### src/sv/gjkc_pkg.sv
`timescale 1ns / 1ps
package gjkc_pkg;

  // Default sizes.
  localparam int MaxVertsDef  = 64;
  localparam int CoordBitsDef = 16;
  localparam int QueueDepth   = 2;

  // Reset value of the iteration limit.
  localparam logic [7:0] LimitReset = 8'd32;

  // Result status codes.
  typedef enum logic [1:0] {
    STATUS_SEPARATE = 2'd0,
    STATUS_COLLIDE  = 2'd1,
    STATUS_GAVE_UP  = 2'd2,
    STATUS_EMPTY    = 2'd3
  } status_e;

  // Sequencer states of the test engine.
  typedef enum logic [4:0] {
    ST_IDLE,
    ST_CHECK,
    ST_LOOP,
    ST_A_RD,
    ST_A_DOT,
    ST_A_CMP,
    ST_B_RD,
    ST_B_DOT,
    ST_B_CMP,
    ST_SUP,
    ST_P_DOT,
    ST_P_CHK,
    ST_T_AB,
    ST_T_ABN,
    ST_T_ABO,
    ST_T_ABC,
    ST_T_AC,
    ST_T_ACN,
    ST_T_ACO,
    ST_T_ACC,
    ST_L_SET,
    ST_L_DOT,
    ST_L_CHK
  } state_e;

endpackage

### src/sv/gjkc_queue.sv
`timescale 1ns / 1ps
module gjkc_queue import gjkc_pkg::*; #(
  parameter int WIDTH = 2 * CoordBitsDef + 2,
  parameter int DEPTH = QueueDepth
) (
  input  logic             clk_i,
  input  logic             rst_ni,
  input  logic             push_i,
  input  logic [WIDTH-1:0] data_i,
  output logic             full_o,
  input  logic             pop_i,
  output logic             empty_o,
  output logic [WIDTH-1:0] data_o
);

  localparam int PW = (DEPTH > 1) ? $clog2(DEPTH) : 1;
  localparam int CW = $clog2(DEPTH + 1);

  logic [WIDTH-1:0] slot_q [DEPTH];
  logic [PW-1:0]    wr_ptr_q, rd_ptr_q;
  logic [CW-1:0]    count_q;

  assign full_o  = (count_q == CW'(DEPTH));
  assign empty_o = (count_q == '0);
  assign data_o  = slot_q[rd_ptr_q];

  // Storage for queued words.
  always_ff @(posedge clk_i) begin
    if (push_i && !full_o) begin
      slot_q[wr_ptr_q] <= data_i;
    end
  end

  // Pointers wrap at the depth.
  always_ff @(posedge clk_i or negedge rst_ni) begin
    if (!rst_ni) begin
      wr_ptr_q <= '0;
      rd_ptr_q <= '0;
      count_q  <= '0;
    end else begin
      if (push_i && !full_o) begin
        wr_ptr_q <= (wr_ptr_q == PW'(DEPTH - 1)) ? '0 : wr_ptr_q + 1'b1;
      end
      if (pop_i && !empty_o) begin
        rd_ptr_q <= (rd_ptr_q == PW'(DEPTH - 1)) ? '0 : rd_ptr_q + 1'b1;
      end
      unique case ({push_i && !full_o, pop_i && !empty_o})
        2'b10:   count_q <= count_q + 1'b1;
        2'b01:   count_q <= count_q - 1'b1;
        default: count_q <= count_q;
      endcase
    end
  end

endmodule

### config.mk
export PLATFORM = sky130hd
export DESIGN_NAME = gjkc_queue
export DESIGN_NICKNAME = d
export VERILOG_FILES = /design/src/sv/gjkc_pkg.sv /design/src/sv/gjkc_queue.sv
export SDC_FILE = /design/constraint.sdc
export NUM_CORES = 1
export LEC_CHECK = 0
export ABC_AREA = 0
export BUFFER_PORTS_ARGS = -buffer_cell sky130_fd_sc_hd__buf_2
export CAP_MARGIN = 20
export CORE_MARGIN = 1.5
export CORE_UTILIZATION = 47
export CTS_BUF_LIST = sky130_fd_sc_hd__clkbuf_16
export DETAILED_ROUTE_END_ITERATION = 12
export MAX_ROUTING_LAYER = met4
export PLACE_DENSITY = 0.72
export SYNTH_ARGS = -nofsm -noshare
export SYNTH_HDL_FRONTEND = slang
export SYNTH_SLANG_ARGS = --single-unit
### constraint.sdc
create_clock -name clk_i -period 2.9 [get_ports clk_i]
set_clock_uncertainty 0.1 [all_clocks]
set_input_delay 0.29 -clock clk_i [delete_from_list [all_inputs] [get_ports clk_i]]
set_output_delay 0.29 -clock clk_i [all_outputs]
set_load 0.02 [all_outputs]
-- Yosys cells after proc, flatten, opt, wreduce, memory -nomap -nowiden
Memory sizes are Yosys's and may differ from the RTL's.
Cells that the tools add are included.
- output and inout bits: 36
- RAM bits: 68
- bits of input ports: 38
- memories kept: 1
- register bits after elaboration: 4
- word-level logic and storage cells: 22
- memory list (memory ; words ; bits a word ; rd ports ; clocked after memory_dff ; write ports ; line ; text):
    slot_q ; 2 ; 34 ; 1 ; 0 ; 1 ; gjkc_queue.sv:19 ; logic [WIDTH-1:0] slot_q [DEPTH];
- eq/ne operators: 3
- muxes and demuxes: 5
- reductions and logical operators: 6
- $add $sub $neg: 4
- operator list (cell ; number):
    2-bit equality test, second input constant ; 2
    1-bit two-way mux ; 4
    2-bit case mux with 2 select lines ; 1
    1-bit adder, second input constant ; 2
    2-bit by 1-bit adder with 2-bit output, second input constant ; 1
    2-bit by 1-bit equality test with 1-bit output, second input constant ; 1
    1-bit logical AND ; 2
    1-bit logical NOT ; 2
    2-bit logical NOT ; 1
    2-bit nonzero test ; 1
    2-bit by 1-bit subtractor with 2-bit output, second input constant ; 1

-- Depth between registers and ports, before layout
- word-level depth: 5
- gate-level depth with buffers: 6
- mapped depth without buffers: 6

-- Least setup slack after synthesis
No wires, ideal clock.
- path type: reg-to-reg
- start: reg count_q[0]
- end: mem slot_q[0][0] (netlist bit), enable pin
- arrival: 2.074 ns
- path buffers: 0
- setup time: 0.425 ns
- cell stages (with the launch flop): 4
- clock period less this slack: 2.599 ns
- path slack: 0.301 ns
- data required time: 2.375 ns
- cell sequence: dfrtp_1 nand2b_1 nand2_1 nor2_1
- longest elaborated chain between the ends: 5
- RTL lines (item ; line ; text):
    from (decl) ; gjkc_queue.sv:21 ; logic [CW-1:0] count_q;
    from (signal assigned) ; gjkc_queue.sv:48 ; 2'b10: count_q <= count_q + 1'b1;
    from (signal assigned) ; gjkc_queue.sv:49 ; 2'b01: count_q <= count_q - 1'b1;
    from (signal assigned) ; gjkc_queue.sv:50 ; default: count_q <= count_q;
    2-bit equality test ; gjkc_queue.sv:23 ; assign full_o = (count_q == CW'(DEPTH));
    1-bit logical NOT ; gjkc_queue.sv:29 ; if (push_i && !full_o) begin
    1-bit logical AND ; gjkc_queue.sv:29 ;
    1-bit two-way mux ; gjkc_queue.sv:29 ;
    1-bit two-way mux (not written as such) ; gjkc_queue.sv:30 ; slot_q[wr_ptr_q] <= data_i;
    to (decl) ; gjkc_queue.sv:19 ;
No other way between the ends.

-- Worst setup path after layout
- start: reg rd_ptr_q
- end: out data_o[11]
- longest elaborated chain between the ends: 1
- RTL lines (item ; line ; text):
    from (decl) ; gjkc_queue.sv:20 ; logic [PW-1:0] wr_ptr_q, rd_ptr_q;
    from (signal assigned) ; gjkc_queue.sv:45 ; rd_ptr_q <= (rd_ptr_q == PW'(DEPTH - 1)) ? '0 : rd_ptr_q + 1'b1;
    memory read 2 x 34 bit ; - ;
    to (decl) ; gjkc_queue.sv:13 ; output logic [WIDTH-1:0] data_o
No other way between the ends.

==> run_results.csv <==
group,metric,value,unit
status,run_status,"finished, final reports clean",
worst_setup_path,crit_path_arrival_time,1680,ps
finish,fin_nets,246,
sta,final_hold_viol_count,0,
placement,dp_hpwl,3.07,mm
grt,grt_antenna_before_repair,0,
grt,groute.usage.overall,15.8,%
floorplan,chipWidth,80.2,microns
floorplan,core_box_area,0.00564,sq mm
routing,route.antenna.remaining_nets,0,
power,power.density_cell_area,1080,mW/mm^2
worst_setup_path,timing.setup.critical_path_class,"reg -> out",
synth,syn-instance-count,124,
flow_run,max-cap-violations,0,
hold_path,min-delay-path-class,"in -> reg",
placement,count_of_buffers_from_port_buffering,73,
sta,tightestPinTransition,775,ps
clock_tree,cts-root-buf,"sky130_fd_sc_hd__clkbuf_16",
routing,detail_route.drc_violations,0,
clock_tree,clk_transition_reported_paths,50,ps
synth,synth_fp_nets,163,
synth,seq_area_frac_synth,76.5,%
worst_setup_path,instance_count_on_the_critical_path,3,
power,p_leak,0.00142,uW
grt,grt_use_met2,26.3,%
floorplan,design.die.area,0.00643,sq mm
grt,met1_grt_util,17.8,%
grt,first_global_vias,1408,
sta,max_slew_violation_count,0,
synth,syn-cell-area,0.00280,sq mm
grt,grt_remaining_overflow,0,
worst_setup_path,cp_num_buf_inv,2,
finish,layout_overhead_on_the_synthesized_area,24.5,%
sta,final_critical_delay_including_setup_and_external_delays,2070,ps
grt,grt_first_pass_wirelength,6.89,mm
routing,firstDrtPassIters,4,
worst_setup_path,critical_path.max_fanout,25,
worst_setup_path,setup.worst_path.end_class,"output port",
sta,timing.final.setup_violations,0,
floorplan,die_height,80.2,microns
sta,finalSetupTns,0,ps
clock_tree,clock_latency_at_the_later_pin_of_the_worst_skew_pair,320,ps
worst_setup_path,cp-start-kind,"register",
clock_tree,cts-root-to-sink-buffers,2,
worst_setup_path,max_stage_delay,570,ps
clock_tree,tritoncts_clock_tree,"done",
power,design_power_total,3760,uW
finish,antennaDiodeCount,0,
finish,mostFrequentLayoutCell,"sky130_fd_sc_hd__buf_2",
power,vdd_ir_drop_max,0.645,mV
finish,drive_above_1_share,58.0,%
floorplan,initial_core_util,49.7,%
worst_setup_path,slowest_stage_cell_crit_path,"sky130_fd_sc_hd__dfrtp_2",
placement,finalWeightedCongestion,0.695,
finish,most-common-layout-cells,"sky130_fd_sc_hd__buf_2 (73), sky130_fd_sc_hd__edfxtp_1 (68), sky130_fd_sc_hd__mux2_4 (29), sky130_fd_sc_hd__clkbuf_16 (9)",
routing,drt-vias-per-instance,4.81,
hold_path,min_delay_path_depth,1,
synth,synthDistinctLibCells,15,
routing,dr.first_iter.drc_count,79,
worst_setup_path,worstPathRequired,2510,ps
clock_tree,htreeDepth,3,
synth,flip_flop_and_latch_count_after_synthesis,72,
clock_tree,cts_buffers,9,
grt,grt.busiest_layer,"met2",
worst_setup_path,family_with_the_most_delay_on_the_worst_path,"flip-flops",
routing,routed_wl,4.56,mm
grt,global_route.usage.met3,3.41,%
worst_setup_path,reg2reg_depth,2,
routing,vias,1367,
floorplan,num_rows,27,
floorplan,io_pins,74,
sta,maxClockFrequency,0.483,GHz
clock_tree,cts.sink_count,72,
routing,wl_per_cell,16.0,microns
finish,fillCellCount,396,
synth,synth.yosys.warnings,0,
worst_setup_path,timing.critical_path.cells,"buf_12 > mux2_2 > buf_2",
clock_tree,count_of_cells_resized_by_post_cts_repair,0,
synth,synthesis.area_per_instance,22.6,sq um
sta,rsz0062_at_grt,"no",
sta,final_min_period_over_clock_period,71.4,%
grt,grt_start_max_net_pins,35,
sta,worst_relative_slew_slack,48.3,%
-- routing by layer --
layer | up-vias | wire (microns)
li1 | 650 | -
met1 | 658 | 1900
met2 | 51 | 2360
met3 | 8 | 207
met4 | 0 | 93
met5 | - | 0
-- layout make-up --
cell class	instances	area [sq um]	share of cell area [%]
Sequential cell	72	2140	61.4
Timing Repair Buffer	76	403	11.5
Clock inverter	7	30.0	0.861
Tap cell	72	90.1	2.58
Multi-Input combinational cell	47	593	17.0
Clock buffer	9	225	6.46
Inverter	1	3.75	0.108
-- registers in the layout, summed over array words and instances (netlist names) --
register and cells:
count_q 2, rd_ptr_q 1, slot_q 68, wr_ptr_q 1
-- stage by stage --
step	cells	utilization [%]	hold slack, ps	worst slack (ps)	instance area [sq um]
after CTS	284	61.8	53.7	815	3490
after detailed placement	267	57.1	2.44	1110	3220
final	284	61.8	61.5	829	3490
after global routing	284	61.8	53.1	769	3490
after floorplan	124	-	-106	301	2800
after global placement	267	57.1	-1.14	1150	3220
-- Yosys cell counts --
library cell / instances / area [sq um]
sky130_fd_sc_hd__xnor2_1: 3 / 26.3
sky130_fd_sc_hd__xor2_1: 2 / 17.5
sky130_fd_sc_hd__and3_1: 1 / 6.26
sky130_fd_sc_hd__mux2_4: 29 / 435
sky130_fd_sc_hd__mux2_2: 5 / 56.3
sky130_fd_sc_hd__nor2_1: 3 / 11.3
sky130_fd_sc_hd__buf_6: 1 / 11.3
sky130_fd_sc_hd__nand2b_1: 1 / 6.26
sky130_fd_sc_hd__nand2_1: 1 / 3.75
sky130_fd_sc_hd__edfxtp_1: 68 / 2040
sky130_fd_sc_hd__inv_1: 1 / 3.75
sky130_fd_sc_hd__dfrtp_1: 4 / 100
sky130_fd_sc_hd__buf_12: 3 / 60.1
sky130_fd_sc_hd__ha_1: 1 / 12.5
sky130_fd_sc_hd__nor2b_2: 1 / 8.76
-- worst paths after layout --
path | from | to | slack, ps
setup / recovery | rd_ptr_q | data_o[11] | 830
hold / removal | data_i[19] | slot_q[1][19] | 60
setup reg to reg | count_q[0] | slot_q[1][0] | 1120
hold reg to reg | count_q[1] | count_q[1] | 420
max in group asynchronous | rst_ni | rd_ptr_q | 2350
min in group asynchronous | rst_ni | count_q[0] | 210
-- worst register-to-register path: stages, from the launching register on --
cell and delay, ps:
sky130_fd_sc_hd__dfrtp_1 410, sky130_fd_sc_hd__nand2b_1 170, sky130_fd_sc_hd__and3_2 710
-- repair_timing --
action                                  CTS  global route
hold endpoints to repair                  4             0
setup buffers                             0             0
endpoints found under the setup margin    0             0
hold buffers                              1             0
-- cells by family after synthesis --
family	Yosys count	synth area share (%)
xor gates and xnor gates	5	1.56
DFF	72	76.5
buffers and inverters	5	2.68
and+or+nand+nor	7	1.30
adders and majority gates	1	0.447
muxes	34	17.6
-- report_power, final --
group / switching, uW / internal (uW)
clock network: 358 / 559
logic: 707 / 589
registers: 119 / 1430
total: 1180 / 2580
(Power assumes the default switching activity.)
